--- src/design/mfwp_pkg.sv ---
`default_nettype none

package mfwp_pkg;

   localparam int KIND_W   = 2;
   localparam int BUF_W    = 8;
   localparam int PC_W     = 16;
   localparam int STATUS_W = 2;
   localparam int FIRST_W  = 5;

   localparam logic [KIND_W-1:0] KIND_PUSH  = 2'd0;
   localparam logic [KIND_W-1:0] KIND_POP   = 2'd1;
   localparam logic [KIND_W-1:0] KIND_PEEK  = 2'd2;
   localparam logic [KIND_W-1:0] KIND_FLUSH = 2'd3;

   localparam logic [STATUS_W-1:0] STATUS_OK         = 2'd0;
   localparam logic [STATUS_W-1:0] STATUS_NO_BUFFER  = 2'd1;
   localparam logic [STATUS_W-1:0] STATUS_READ_EMPTY = 2'd2;
   localparam logic [STATUS_W-1:0] STATUS_PUSH_FULL  = 2'd3;

   // Result fields carried alongside the pending storage read.
   typedef struct packed {
      logic                pc_valid;
      logic [BUF_W-1:0]    buffer_out;
      logic [STATUS_W-1:0] status;
      logic                selected_empty;
      logic                all_empty;
      logic                any_ready;
      logic [FIRST_W-1:0]  first_ready;
   } rsp_info_type;

endpackage

`default_nettype wire

--- src/design/multi_fifo_window_picker.sv ---
// Bank of NUM_BUFFERS FIFOs of 16-bit program counters, FIFO_DEPTH entries each.
// Request channel (req_*): one operation per transaction: push, pop, peek or
// flush of all buffers, on req_buffer_id, with req_head marking the start of
// the scan window. Response channel (rsp_*): exactly one transaction per
// request, in order: the value read, a status code, emptiness flags and the
// first non-empty buffer of the window (head over NUM_BUFFERS-1 slots).
// A request passes the middle stage register, then the response register. One
// request is taken every cycle while req_ready is high; the limit is the single
// read port of the storage RAM, read at the request edge and sent on with the middle stage.
// Pointers and fill counts live in registers and are updated at the request
// edge, so a following request sees them at once.
// When rsp_ready is low the response register holds, the middle stage fills,
// and req_ready then drops until the response is taken.
// Reset empties every buffer; RAM contents are left as they are, and a read
// of an unwritten entry is discarded, as the response value is then zero.
`default_nettype none

module multi_fifo_window_picker
   import mfwp_pkg::*;
#(
   parameter int NUM_BUFFERS = 4,
   parameter int FIFO_DEPTH  = 16
) (
   input  wire logic                clock,
   input  wire logic                reset,
   input  wire logic                req_valid,
   output      logic                req_ready,
   input  wire logic [KIND_W-1:0]   req_kind,
   input  wire logic [BUF_W-1:0]    req_buffer_id,
   input  wire logic [PC_W-1:0]     req_pc_in,
   input  wire logic [BUF_W-1:0]    req_head,
   output      logic                rsp_valid,
   input  wire logic                rsp_ready,
   output      logic [PC_W-1:0]     rsp_pc_out,
   output      logic [BUF_W-1:0]    rsp_buffer_out,
   output      logic [STATUS_W-1:0] rsp_status,
   output      logic                rsp_selected_empty,
   output      logic                rsp_all_empty,
   output      logic                rsp_any_ready,
   output      logic [FIRST_W-1:0]  rsp_first_ready
);

   localparam int ID_W      = $clog2(NUM_BUFFERS);
   localparam int PTR_W     = (FIFO_DEPTH > 2) ? $clog2(FIFO_DEPTH) : 1;
   localparam int CNT_W     = $clog2(FIFO_DEPTH + 1);
   localparam int ADDR_W    = ID_W + PTR_W;
   localparam int MEM_DEPTH = NUM_BUFFERS << PTR_W;
   localparam int IDS       = 1 << BUF_W;

   // id modulo NUM_BUFFERS for every 8-bit value, built at elaboration
   function automatic logic [IDS*ID_W-1:0] build_mod_lut();
      logic [IDS*ID_W-1:0] lut;
      lut = '0;
      for (int v = 0; v < IDS; v++) begin
         lut[v*ID_W +: ID_W] = ID_W'(v % NUM_BUFFERS);
      end
      return lut;
   endfunction

   localparam logic [IDS*ID_W-1:0] MOD_LUT = build_mod_lut();

   logic [PC_W-1:0]    mem [MEM_DEPTH];
   logic [PC_W-1:0]    mem_rd_ff;
   logic [ADDR_W-1:0]  mem_waddr;
   logic [ADDR_W-1:0]  mem_raddr;
   logic               mem_we;

   logic [PTR_W-1:0]   rd_ptr_ff [NUM_BUFFERS];
   logic [PTR_W-1:0]   rd_ptr_in [NUM_BUFFERS];
   logic [PTR_W-1:0]   wr_ptr_ff [NUM_BUFFERS];
   logic [PTR_W-1:0]   wr_ptr_in [NUM_BUFFERS];
   logic [CNT_W-1:0]   fill_ff   [NUM_BUFFERS];
   logic [CNT_W-1:0]   fill_in   [NUM_BUFFERS];
   logic [NUM_BUFFERS-1:0] nonempty;

   logic               op_pc_valid;
   logic [BUF_W-1:0]   op_buffer_out;
   logic [STATUS_W-1:0] op_status;

   logic               s1_valid_ff;
   rsp_info_type       s1_ff;
   rsp_info_type       s1_in;
   logic               s1_move;
   logic               accept;

   logic               rsp_valid_ff;
   logic [PC_W-1:0]    rsp_pc_ff;
   rsp_info_type       rsp_ff;

   logic [ID_W-1:0]    sel;
   logic [ID_W-1:0]    head_mod;
   logic [FIRST_W-1:0] first;

   assign s1_move   = s1_valid_ff && (!rsp_valid_ff || rsp_ready);
   assign req_ready = !s1_valid_ff || s1_move;
   assign accept    = req_valid && req_ready;

   assign sel      = MOD_LUT[ID_W*int'(req_buffer_id) +: ID_W];
   assign head_mod = MOD_LUT[ID_W*int'(req_head) +: ID_W];

   assign mem_waddr = {sel, wr_ptr_ff[sel]};
   assign mem_raddr = {sel, rd_ptr_ff[sel]};

   always_comb begin
      logic [PTR_W-1:0] rp;
      logic [PTR_W-1:0] wp;
      rp = rd_ptr_ff[sel];
      wp = wr_ptr_ff[sel];
      for (int i = 0; i < NUM_BUFFERS; i++) begin
         rd_ptr_in[i] = rd_ptr_ff[i];
         wr_ptr_in[i] = wr_ptr_ff[i];
         fill_in[i]   = fill_ff[i];
      end
      mem_we        = 1'b0;
      op_pc_valid   = 1'b0;
      op_buffer_out = '0;
      op_status     = STATUS_OK;
      case (req_kind)
         KIND_PUSH: begin
            if (req_buffer_id >= BUF_W'(NUM_BUFFERS)) begin
               op_status = STATUS_NO_BUFFER;
            end else if (fill_ff[sel] == CNT_W'(FIFO_DEPTH)) begin
               op_status = STATUS_PUSH_FULL;
            end else begin
               mem_we         = accept;
               wr_ptr_in[sel] = (wp == PTR_W'(FIFO_DEPTH - 1)) ? '0 : wp + 1'b1;
               fill_in[sel]   = fill_ff[sel] + 1'b1;
            end
         end
         KIND_POP, KIND_PEEK: begin
            op_buffer_out = req_buffer_id;
            if (fill_ff[sel] == '0) begin
               op_status = STATUS_READ_EMPTY;
            end else begin
               op_pc_valid = 1'b1;
               if (req_kind == KIND_POP) begin
                  rd_ptr_in[sel] = (rp == PTR_W'(FIFO_DEPTH - 1)) ? '0 : rp + 1'b1;
                  fill_in[sel]   = fill_ff[sel] - 1'b1;
               end
            end
         end
         default: begin
            for (int i = 0; i < NUM_BUFFERS; i++) begin
               rd_ptr_in[i] = '0;
               wr_ptr_in[i] = '0;
               fill_in[i]   = '0;
            end
         end
      endcase
   end

   always_comb begin
      for (int i = 0; i < NUM_BUFFERS; i++) begin
         nonempty[i] = (fill_in[i] != '0);
      end
   end

   // rotating priority pick over the window, last slot excluded
   always_comb begin
      logic [ID_W:0] slot;
      first = FIRST_W'(NUM_BUFFERS);
      slot  = '0;
      for (int i = NUM_BUFFERS - 2; i >= 0; i--) begin
         slot = {1'b0, head_mod} + (ID_W+1)'(i);
         if (slot >= (ID_W+1)'(NUM_BUFFERS)) begin
            slot = slot - (ID_W+1)'(NUM_BUFFERS);
         end
         if (nonempty[slot[ID_W-1:0]]) begin
            first = FIRST_W'(slot);
         end
      end
   end

   always_comb begin
      s1_in.pc_valid       = op_pc_valid;
      s1_in.buffer_out     = op_buffer_out;
      s1_in.status         = op_status;
      s1_in.selected_empty = !nonempty[sel];
      s1_in.all_empty      = ~|nonempty;
      s1_in.any_ready      = (first != FIRST_W'(NUM_BUFFERS));
      s1_in.first_ready    = first;
   end

   always_ff @(posedge clock) begin
      if (mem_we) begin
         mem[mem_waddr] <= req_pc_in;
      end
      if (accept) begin
         mem_rd_ff <= mem[mem_raddr];
      end
   end

   always_ff @(posedge clock) begin
      if (reset) begin
         for (int i = 0; i < NUM_BUFFERS; i++) begin
            rd_ptr_ff[i] <= '0;
            wr_ptr_ff[i] <= '0;
            fill_ff[i]   <= '0;
         end
      end else if (accept) begin
         for (int i = 0; i < NUM_BUFFERS; i++) begin
            rd_ptr_ff[i] <= rd_ptr_in[i];
            wr_ptr_ff[i] <= wr_ptr_in[i];
            fill_ff[i]   <= fill_in[i];
         end
      end
   end

   always_ff @(posedge clock) begin
      if (reset) begin
         s1_valid_ff  <= 1'b0;
         rsp_valid_ff <= 1'b0;
      end else begin
         if (accept) begin
            s1_valid_ff <= 1'b1;
         end else if (s1_move) begin
            s1_valid_ff <= 1'b0;
         end
         if (s1_move) begin
            rsp_valid_ff <= 1'b1;
         end else if (rsp_ready) begin
            rsp_valid_ff <= 1'b0;
         end
      end
   end

   always_ff @(posedge clock) begin
      if (accept) begin
         s1_ff <= s1_in;
      end
      if (s1_move) begin
         rsp_ff    <= s1_ff;
         rsp_pc_ff <= s1_ff.pc_valid ? mem_rd_ff : '0;
      end
   end

   assign rsp_valid          = rsp_valid_ff;
   assign rsp_pc_out         = rsp_pc_ff;
   assign rsp_buffer_out     = rsp_ff.buffer_out;
   assign rsp_status         = rsp_ff.status;
   assign rsp_selected_empty = rsp_ff.selected_empty;
   assign rsp_all_empty      = rsp_ff.all_empty;
   assign rsp_any_ready      = rsp_ff.any_ready;
   assign rsp_first_ready    = rsp_ff.first_ready;

   a_empty_read_stays_empty: assert property (@(posedge clock) disable iff (reset)
      (s1_valid_ff && s1_ff.status == STATUS_READ_EMPTY) |-> s1_ff.selected_empty)
      else $error("read of empty buffer left it non-empty");

   a_all_empty_no_pick: assert property (@(posedge clock) disable iff (reset)
      (s1_valid_ff && s1_ff.all_empty) |-> !s1_ff.any_ready)
      else $error("window pick while all buffers empty");

   a_flush_empties: assert property (@(posedge clock) disable iff (reset)
      (accept && req_kind == KIND_FLUSH) |=> (s1_valid_ff && s1_ff.all_empty))
      else $error("flush did not empty all buffers");

   a_pick_in_range: assert property (@(posedge clock) disable iff (reset)
      (s1_valid_ff && s1_ff.any_ready) |-> (s1_ff.first_ready < FIRST_W'(NUM_BUFFERS)))
      else $error("window pick out of range");

endmodule

`default_nettype wire

--- config.mk ---
export PLATFORM = sky130hd
export DESIGN_NAME = multi_fifo_window_picker
export DESIGN_NICKNAME = d
export VERILOG_FILES = /design/src/design/mfwp_pkg.sv /design/src/design/multi_fifo_window_picker.sv
export SDC_FILE = /design/constraint.sdc
export NUM_CORES = 1
export LEC_CHECK = 0
export ABC_AREA = 1
export BUFFER_PORTS_ARGS = -buffer_cell sky130_fd_sc_hd__buf_2
export CORE_ASPECT_RATIO = 1.2
export CORE_MARGIN = 2
export CORE_UTILIZATION = 60
export DETAILED_ROUTE_END_ITERATION = 16
export MAX_ROUTING_LAYER = met4
export PLACE_DENSITY = 0.78
export SYNTH_ARGS = -nofsm -noshare
export SYNTH_HDL_FRONTEND = slang
export SYNTH_SLANG_ARGS = --single-unit
--- constraint.sdc ---
create_clock -name clock -period 4.7 [get_ports clock]
set_input_delay 0.94 -clock clock [delete_from_list [all_inputs] [get_ports clock]]
set_output_delay 0.94 -clock clock [all_outputs]
set_load 0.05 [all_outputs]
**After elaboration in Yosys (flattened, before gate mapping)**

Memory sizes are Yosys's and may differ from the RTL's. A register that Yosys moved wholly into a read port is not among the register bits.
Cells that the tools add are included.
Widths: inputs -> output; s select.

- Equality and inequality tests: 6
- Divide/modulo/power cells: 0
- Bitwise gates (word level): 13
- Magnitude comparators: 10
- Shift operators: 2
- Mux-type cells: 66
- Reduce and logical (&&, ||, !) cells: 19
- $add $sub $neg: 9
- Multipliers: 0

Operators with widths:

| operator | number |
|---|---|
| $shiftx 512x10->2 const A | 2 |
| $mux 20 | 4 |
| $mux 16 | 4 |
| $pmux 16 s2 | 2 |
| $mux 4 | 11 |
| $bwmux 20 | 2 |
| $pmux 20 s2 | 1 |
| $mux 5 | 7 |
| $bwmux 16 | 2 |
| $reduce_bool 5->1 | 4 |
| $mux 1 | 19 |
| $lt 2x3->1 const B | 4 |
| $mux 3 | 4 |
| $or 1x1->1 | 12 |
| $demux 5 s2 | 1 |
| $ge 3x3->1 const B | 3 |
| $add 4x1->4 const B | 2 |
| $bmux 1 s2 | 4 |
| $demux 4 s2 | 1 |
| $eq 4x4->1 const B | 2 |
| $ge 8x3->1 const B | 1 |
| $mux 2 | 3 |
| $sub 3x3->3 const B | 2 |
| $add 5x1->5 const B | 1 |
| other kinds (20) | 27 |

- RAM bits: 1,076
- Bits of input ports: 38
- Bits in latches: 0
- Memories kept: 4
- ROM bits: 0
- Register bits after elaboration: 55

Memory list:

| memory | words | width | rd ports | clocked after memory_dff | write ports | RTL line | source |
|---|---|---|---|---|---|---|---|
| mem | 64 | 16 | 1 | 1 | 1 | multi_fifo_window_picker.sv:62 | `logic [PC_W-1:0] mem [MEM_DEPTH];` |
| fill_ff | 4 | 5 | 5 | 0 | 4 | multi_fifo_window_picker.sv:72 | `logic [CNT_W-1:0] fill_ff [NUM_BUFFERS];` |
| rd_ptr_ff | 4 | 4 | 5 | 0 | 4 | multi_fifo_window_picker.sv:68 | `logic [PTR_W-1:0] rd_ptr_ff [NUM_BUFFERS];` |
| wr_ptr_ff | 4 | 4 | 5 | 0 | 4 | multi_fifo_window_picker.sv:70 | `logic [PTR_W-1:0] wr_ptr_ff [NUM_BUFFERS];` |

**Depth between registers and ports, before layout**

Gate-level depths: netlist (run 1).

- Depth in word-level cells: 17
- Gate-level depth with buffers: 27

**Worst setup path after synthesis (run 1)**

No wires, ideal clock.

- Kind: input -> register
- Start point: input rsp_ready
- End point: memory rd_ptr_ff[0][0] (netlist name) (enable)
- Setup slack: 0.541 ns
- Arrival: 3.744 ns
- Stages: 6
- Cell sequence: inv_1 > nand3_1 > nand2_1 > inv_1 > nor2_1 > a211oi_1

RTL lines:

| what | RTL line | source |
|---|---|---|
| start: declaration | multi_fifo_window_picker.sv:33 | `input wire logic rsp_ready,` |
| end: declaration | multi_fifo_window_picker.sv:68 |  |

**Final worst setup path (run 1)**

- Start point: input req_buffer_id[0]
- End point: memory mem[23][14] (enable)

- Longest elaborated chain between the ends: 8

Ends and longest elaborated chain:

| what | RTL line | source |
|---|---|---|
| start: declaration | multi_fifo_window_picker.sv:29 | `input wire logic [BUF_W-1:0] req_buffer_id,` |
| $shiftx 512x10->2 | multi_fifo_window_picker.sv:98 | `assign sel = MOD_LUT[ID_W*int'(req_buffer_id) +: ID_W];` |
| $mem_v2 4x5 | - |  |
| $eq 5x5->1 | multi_fifo_window_picker.sv:122 | `end else if (fill_ff[sel] == CNT_W'(FIFO_DEPTH)) begin` |
| $mux 1 | multi_fifo_window_picker.sv:122 |  |
| $mux 1 | multi_fifo_window_picker.sv:120 | `if (req_buffer_id >= BUF_W'(NUM_BUFFERS)) begin` |
| $mux 1 | multi_fifo_window_picker.sv:118 | `case (req_kind)` |
| $mux 1 | multi_fifo_window_picker.sv:185 | `if (mem_we) begin` |
| $mux 1 (not written as such) | multi_fifo_window_picker.sv:186 | `mem[mem_waddr] <= req_pc_in;` |
| end: declaration | multi_fifo_window_picker.sv:62 |  |

Parallel ways exist; a longest one is shown, timed or not.

==> flow_summary.toml, run 1 <==
[synth]
seq_area_frac_synth = 0.736
ys_ff_latch = 1143
syn_avg_cell_area_sq_um = 12.8
ys_warn_count = 0
netlist_instances = 3653
synth_cell_types = 46
synthesis.area_sq_um = 46600

[global_route]
grt_max_degree = 88
grt_pass1_wl_um = 173000
antenna_found_initial = 0
grt_pass1_vias = 29400
grt_usage = 0.298
grt_remaining_overflow = 0

[clock_network]
cts_resized = 0
cts_inserted_buffers = 103
htree_levels = 3
path_clk_slew_ns = 0.06
cts-root-buf = "clkbuf_16"
cts_setup_buffers = 0
cts_tree = "done"
clock_sinks = 1143
insertion_delay_ns = 0.68
cts_buffer_depth = 3
cts_hold_buf = 0

[place]
pre_cts_slack_ns = 0.468
gp_congestion = 0.953
hpwl_um = 66000
portBuffers = 65
placed_cell_area_sq_um = 48800
placed_cells = 4641

[route]
firstDrtPassIters = 5
routedWlPerCell_um = 23.9
num_vias = 30800
drt-total-wl_um = 116000
drc = 0
drtIter0Drc = 4242
drt.antenna.violating_nets = 0
viasPerCell = 6.36

[critical_path]
slowest_delay_ns = 0.52
critPathLaunch = "req_buffer_id[0]"
r2r_cells = 15
start_kind = "input pin"
cp_data_arrival_time_ns = 4.13
timing.rr.end = "mem[23][14]$_DFFE_PP_"
r2r_setup_slack_ns = 1.22
endpoint = "mem[23][14]$_DFFE_PP_"
crit_type = "in -> reg"
worstPathRequired_ns = 5.07
r2r_start = "fill_ff[3][0]$_SDFFCE_PN0N_"
path_delay_family = "simple AND/OR/NAND/NOR gates"
critPathBufInv = 5
crit_path_frequent_cell = "nand2_1"
endpoint_kind = "register"
cp_max_fo = 15
crit_slowest_cell = "nor2_1"
path_cells = "buf_2, nand2_1, nand2_1, nand2_1, nand2_1, inv_1, ha_1, inv_1, nor2_4, nand3_4, nand2_1, nor2_1, buf_4, nand2_1, nor2_1, buf_12"
path_depth = 16

[timing]
finalHoldViolCount = 0
min_period_ns = 3.76
rsz0062_at_grt = "false"
skew_ns = 0.0334
period_share = 0.801
worst_slew_pin_slew_ns = 1.24
finalSetupTns_ns = 0
slew_viol_final = 0
fin_ws_ns = 0.937
slew_headroom = 0.171
timing.fmax_mhz = 266
setup_viol = 0
hold_slack_ns = 0.419

[cells_and_area]
area_growth_pct = 11.9
layout.nets = 3775
fill_cells = 5072
antenna_cells = 0
final_cells = 4835
fin_area_sq_um = 52100
layout-drive-gt1-share = 0.114

[pwr]
power.leakage_nw = 17.6
seq_power_share = 0.510
p_per_area_nw_per_um2 = 429
combPwrFrac = 0.119
power_frac_clock = 0.371
vdd.ir_drop.worst_mv = 0.279
switching_power_mw = 5.66
internal_power_mw = 16.7
switching_share = 0.253

[floorplanning]
start_util = 0.608
rows = 111
ioPinCount = 74
fp.dieW_um = 258
die_h_um = 309
design.die.area_sq_um = 79900
coreArea_sq_um = 76700

[job]
drv_cap = 0

[hold_path]
hold_path_class = "reg -> reg"

[outcome]
status = "finished, final reports clean"
-- worst register-to-register path: stages (launching register included) --
cell and delay, ns:
edfxtp_1 0.43, nand2_1 0.08, nand2_1 0.09, nand2_1 0.04, nand2_1 0.19, inv_1 0.11, ha_1 0.22, inv_1 0.11
nor2_4 0.07, nand3_4 0.18, nand2_1 0.16, nor2_1 0.13, buf_4 0.18, nand2_1 0.47, nor2_1 0.52, buf_12 0.21
-- power groups by stage --
stage	Clock [mW]	Sequential (mW)	Combinational, mW
2_1_floorplan	0	11.6	1.51
3_3_place_gp	0	11.6	2.53
3_5_place_dp	0	11.6	2.60
4_1_cts	8.36	11.4	2.62
5_1_grt	8.72	11.4	2.87
6_report	8.29	11.4	2.67
-- worst min-delay path by stage --
stage | start | endpoint | slack, ns | cells past startpoint
3_3_place_gp | s1_ff[16]$_SDFFCE_PP0P_ | rsp_buffer_out[6]$_DFFE_PP_ | 0.40 | 0
3_5_place_dp | s1_ff[2]$_DFFE_PP_ | rsp_first_ready[2]$_DFFE_PP_ | 0.41 | 0
5_1_grt | s1_ff[2]$_DFFE_PP_ | rsp_first_ready[2]$_DFFE_PP_ | 0.42 | 0
4_1_cts | s1_ff[2]$_DFFE_PP_ | rsp_first_ready[2]$_DFFE_PP_ | 0.42 | 0
6_report | s1_ff[9]$_DFFE_PP_ | rsp_status[1]$_DFFE_PP_ | 0.42 | 0
2_1_floorplan | s1_ff[6]$_DFFE_PP_ | rsp_all_empty$_DFFE_PP_ | 0.40 | 0
-- flip-flops by register name, summed over array words and instances, names as in the netlist, 2 cells and up --
name,flops
mem,1024
fill_ff,20
rd_ptr_ff,16
s1_ff,17
rsp_first_ready,3
mem_rd_ff,16
wr_ptr_ff,16
rsp_status,2
rsp_pc_out,16
rsp_buffer_out,8
-- final cells by class --
| cell class | instances | area (sq um) | area share |
|---|---|---|---|
| sequential | 1143 | 34300 | 0.658 |
| clock buffer | 120 | 2680 | 0.0515 |
| inverter | 118 | 463 | 0.00888 |
| timing repair buffer | 226 | 1900 | 0.0364 |
| clock inverter | 74 | 668 | 0.0128 |
| tap | 1017 | 1270 | 0.0244 |
| multi-input combinational | 2137 | 10800 | 0.208 |
-- logic make-up (layout without fill, tap and decap cells) --
kind of cell	Yosys count	count (layout)	share of synthesized area
adder cells (fa/ha/maj)	8	8	0.00215
XOR/XNOR	4	4	0.000752
other	1	2	0.0000805
flip-flops	1143	1143	0.736
AND/OR/NAND/NOR	1250	1250	0.112
AO/OA/AOI/OAI	873	873	0.116
buffers and inverters	374	538	0.0323
-- stage by stage --
step	utilization	power [mW]
2_1_floorplan	-	13.1
3_3_place_gp	0.636	14.1
3_5_place_dp	0.636	14.2
4_1_cts	0.680	22.4
5_1_grt	0.680	23.0
6_report	0.680	22.4
-- cells in the mapped netlist, drive strengths merged --
| cell type | instances | area, sq um |
|---|---|---|
| nor3 | 3 | 15.0 |
| or2 | 1 | 6.26 |
| inv | 115 | 437 |
| buf | 53 | 295 |
| nand3b | 1 | 7.51 |
| a22oi | 5 | 37.5 |
| and2 | 1 | 6.26 |
| o211ai | 4 | 30.0 |
| nand2 | 371 | 1450 |
| xnor2 | 2 | 17.5 |
| edfxtp | 1141 | 34300 |
| o221ai | 256 | 2240 |
| a21oi | 44 | 224 |
| a221oi | 3 | 32.5 |
| clkinv | 3 | 11.3 |
| o21ai | 552 | 2770 |
| clkbuf | 203 | 762 |
| o22ai | 4 | 25.0 |
| dfxtp | 2 | 40.0 |
| nand3 | 195 | 1040 |
| xor2 | 2 | 17.5 |
| nand4 | 39 | 244 |
| nor2 | 638 | 2470 |
| conb | 1 | 3.75 |
| o21a | 2 | 15.0 |
| nor4 | 1 | 6.26 |
| o21bai | 1 | 11.3 |
| a211oi | 2 | 15.0 |
| ha | 8 | 100 |
-- cell usage in the layout (no fill, tap or decap), types with 12 or more instances in the layout --
master,Yosys,routed
a21oi_1,43,42
buf_12,0,29
buf_2,32,65
buf_4,2,132
clkbuf_1,203,15
clkbuf_16,0,105
clkinv_1,3,32
clkinv_2,0,23
edfxtp_1,1141,1141
inv_1,105,104
nand2_1,356,355
nand2_2,12,12
nand3_1,187,187
nand4_1,39,39
nor2_1,627,627
o21ai_0,525,525
o21ai_1,25,25
o221ai_1,256,256
-- metal layers --
| metal | share of wire | track usage | wire length, um |
|---|---|---|---|
| met2 | 0.49 | 0.482 | 56900 |
| met4 | 0.037 | 0.122 | 4300 |
| met5 | 0 | - | 0 |
| met3 | 0.10 | 0.0442 | 12000 |
| met1 | 0.37 | 0.381 | 42500 |
Note: power is estimated with default switching activity, not from simulation.
==> run 2, diff against run 1 <==
--- a/config.mk
+++ b/config.mk
@@ -9,10 +9,10 @@
 export BUFFER_PORTS_ARGS = -buffer_cell sky130_fd_sc_hd__buf_2
 export CORE_ASPECT_RATIO = 1.2
 export CORE_MARGIN = 2
-export CORE_UTILIZATION = 60
+export CORE_UTILIZATION = 57
 export DETAILED_ROUTE_END_ITERATION = 16
 export MAX_ROUTING_LAYER = met4
-export PLACE_DENSITY = 0.78
+export PLACE_DENSITY = 0.77
 export SYNTH_ARGS = -nofsm -noshare
 export SYNTH_HDL_FRONTEND = slang
 export SYNTH_SLANG_ARGS = --single-unit
==> constraint.sdc (replaced) <==
create_clock -name clock -period 3.4 [get_ports clock]
set_input_delay 0.68 -clock clock [delete_from_list [all_inputs] [get_ports clock]]
set_output_delay 0.68 -clock clock [all_outputs]
set_load 0.05 [all_outputs]
==> run 2 against run 1 <==
Net effect:
- register-to-register slack got worse by 0.93 ns
- clock-buffer cell count rose by 8
- critical path depth rose by 1
- combinational power rose by 54%
- design area rose by 4.3%
- sequential power rose by 38%
- clock power rose by 40%
- utilization fell by 0.66 points
- setup slack got worse by 0.65 ns
- worst hold slack got worse by 0.14 ns
- total power rose by 40%
- clock skew fell by 0.0042 ns
- largest cell class unchanged
- highest routed layer unchanged
==> flow_summary.toml, run 2 (same netlist as run 1, synthesis figures left out) <==
[outcome]
status = "finished, final reports clean"

[critical_path]
crit_type = "reg -> reg"
path_cells = "nand2_1, nand2_1, nand2_1, nand2_1, inv_1, ha_1, inv_1, nor2_4, buf_4, nand3_4, nand2_1, nor2_1, buf_4, nand4_1, buf_4, nor2_1, buf_4"
endpoint = "mem[52][7]$_DFFE_PP_"
critPathLaunch = "fill_ff[1][1]$_SDFFCE_PN0N_"
slowest_delay_ns = 0.42
r2r_start = "fill_ff[1][1]$_SDFFCE_PN0N_"
timing.rr.end = "mem[52][7]$_DFFE_PP_"
crit_slowest_cell = "edfxtp_1"
endpoint_kind = "register"
start_kind = "register"
r2r_setup_slack_ns = 0.29
crit_path_frequent_cell = "nand2_1"
worstPathRequired_ns = 3.77
cp_data_arrival_time_ns = 3.48
cp_max_fo = 9
r2r_cells = 17

[timing]
rsz0062_at_grt = "false"
hold_slack_ns = 0.279
min_period_ns = 3.11
period_share = 0.915
fin_ws_ns = 0.290
finalHoldViolCount = 0
skew_ns = 0.0293
timing.fmax_mhz = 322
setup_viol = 0
slew_viol_final = 0
worst_slew_pin_slew_ns = 1.27
finalSetupTns_ns = 0
slew_headroom = 0.152

[route]
num_vias = 31700
drc = 0
drt-total-wl_um = 120000
viasPerCell = 6.33
drt.antenna.violating_nets = 0
drtIter0Drc = 4581
firstDrtPassIters = 6
routedWlPerCell_um = 24.1

[pwr]
switching_power_mw = 7.98
seq_power_share = 0.501
vdd.ir_drop.worst_mv = 0.460
power_mw = 31.4
internal_power_mw = 23.4
switching_share = 0.254
power.leakage_nw = 18.5
combPwrFrac = 0.131
power_frac_clock = 0.369
p_per_area_nw_per_um2 = 578

[clock_network]
clock_sinks = 1143
cts_inserted_buffers = 105
cts_tree = "done"
cts_hold_buf = 0
cts-root-buf = "clkbuf_16"
cts_buffer_depth = 3
htree_levels = 3
path_clk_slew_ns = 0.06
insertion_delay_ns = 0.69

[cells_and_area]
fin_area_sq_um = 54400
largest_reg_flops = 1024
layout-drive-gt1-share = 0.155
area_growth_pct = 16.7
mostFrequentLayoutCell = "edfxtp_1"
regMostFlops = "mem"
mostFrequentLayoutCells = "1141 x edfxtp_1, 589 x nor2_1, 525 x o21ai_0"
fill_cells = 5350
layout.nets = 3917
multiInputGateArea_sq_um = 11000
top_regs = "mem (1024), fill_ff (20), s1_ff (17)"
register_area_sq_um = 34300

[place]
gp_congestion = 0.976
portBuffers = 65
pre_cts_slack_ns = -0.288
placed_cell_area_sq_um = 51000
hpwl_um = 72600

[global_route]
grt_pass1_vias = 30500
grt_usage = 0.296
grt_max_degree = 109
grt_remaining_overflow = 0
grt_pass1_wl_um = 182000
antenna_found_initial = 1

[floorplanning]
die_h_um = 317
rows = 114
ioPinCount = 74
start_util = 0.577
design.die.area_sq_um = 84000
fp.dieW_um = 265
coreArea_sq_um = 80700

[hold_path]
hp-start = "req_buffer_id[3]"
hold_path_class = "in -> reg"

[job]
drv_cap = 0
## run 2: cell types whose count changed in the layout (fill, tap and decap cells not counted), sizes merged
cell      change
inv           +1
clkbuf        +8
diode         +1
clkinv       -14
clkinvlp      +2
buf         +140
## run 2: final cells by class
type / instances / area share
antenna: 1 / 0.0000460
timing repair buffer: 366 / 0.0715
tap: 1044 / 0.0240
clock buffer: 128 / 0.0507
multi-input combinational: 2137 / 0.203
clock inverter: 63 / 0.0112
sequential: 1143 / 0.631
inverter: 118 / 0.00852
## run 2: worst min-delay path by stage
stage                                  endpoint  cells past startpoint  slack, ns
CTS                      rsp_valid$_SDFFE_PP0P_                      2       0.24
global route           s1_valid_ff$_SDFFE_PP0P_                      2       0.28
finish                  s1_ff[13]$_SDFFCE_PP0P_                      3       0.28
global placement    rsp_buffer_out[7]$_DFFE_PP_                      0       0.40
detailed placement      rsp_status[1]$_DFFE_PP_                      0       0.40
floorplan               rsp_all_empty$_DFFE_PP_                      0       0.40
## run 2: per-stage QoR
| step | util | std cells |
|---|---|---|
| final | 0.673 | 5000 |
| after global routing | 0.673 | 4999 |
| after CTS | 0.673 | 4998 |
| after detailed placement | 0.631 | 4807 |
| after global placement | 0.631 | 4807 |
| after floorplan | - | 3654 |
## run 2: timing repair
item | 4_1_cts | 5_1_grt
resized for setup | 0 | 2
setup buffers | 0 | 1
setup endpoints to repair | 0 | 2
## run 2: power by group through the flow
stage | logic, mW | clock network (mW) | registers, mW
global route | 4.38 | 12.2 | 15.7
global placement | 3.89 | 0 | 16.0
finish | 4.10 | 11.6 | 15.7
CTS | 4.03 | 11.7 | 15.7
detailed placement | 3.99 | 0 | 16.0
floorplan | 2.09 | 0 | 16.1
## run 2: layer usage
metal | vias to the layer above | global-route usage | routed length [um]
li1 | 14000 | - | -
met1 | 15400 | 0.378 | 44400
met2 | 1902 | 0.473 | 58800
met3 | 334 | 0.0425 | 11400
met4 | 0 | 0.144 | 5860
met5 | - | - | 0
## run 2: worst max-delay path: cells and delay by family (launching register included)
family,cells,cell delay (ns)
adders and majority gates,1,0.22
buffers and inverters,6,1.04
DFF,1,0.42
and+or+nand+nor,10,1.10
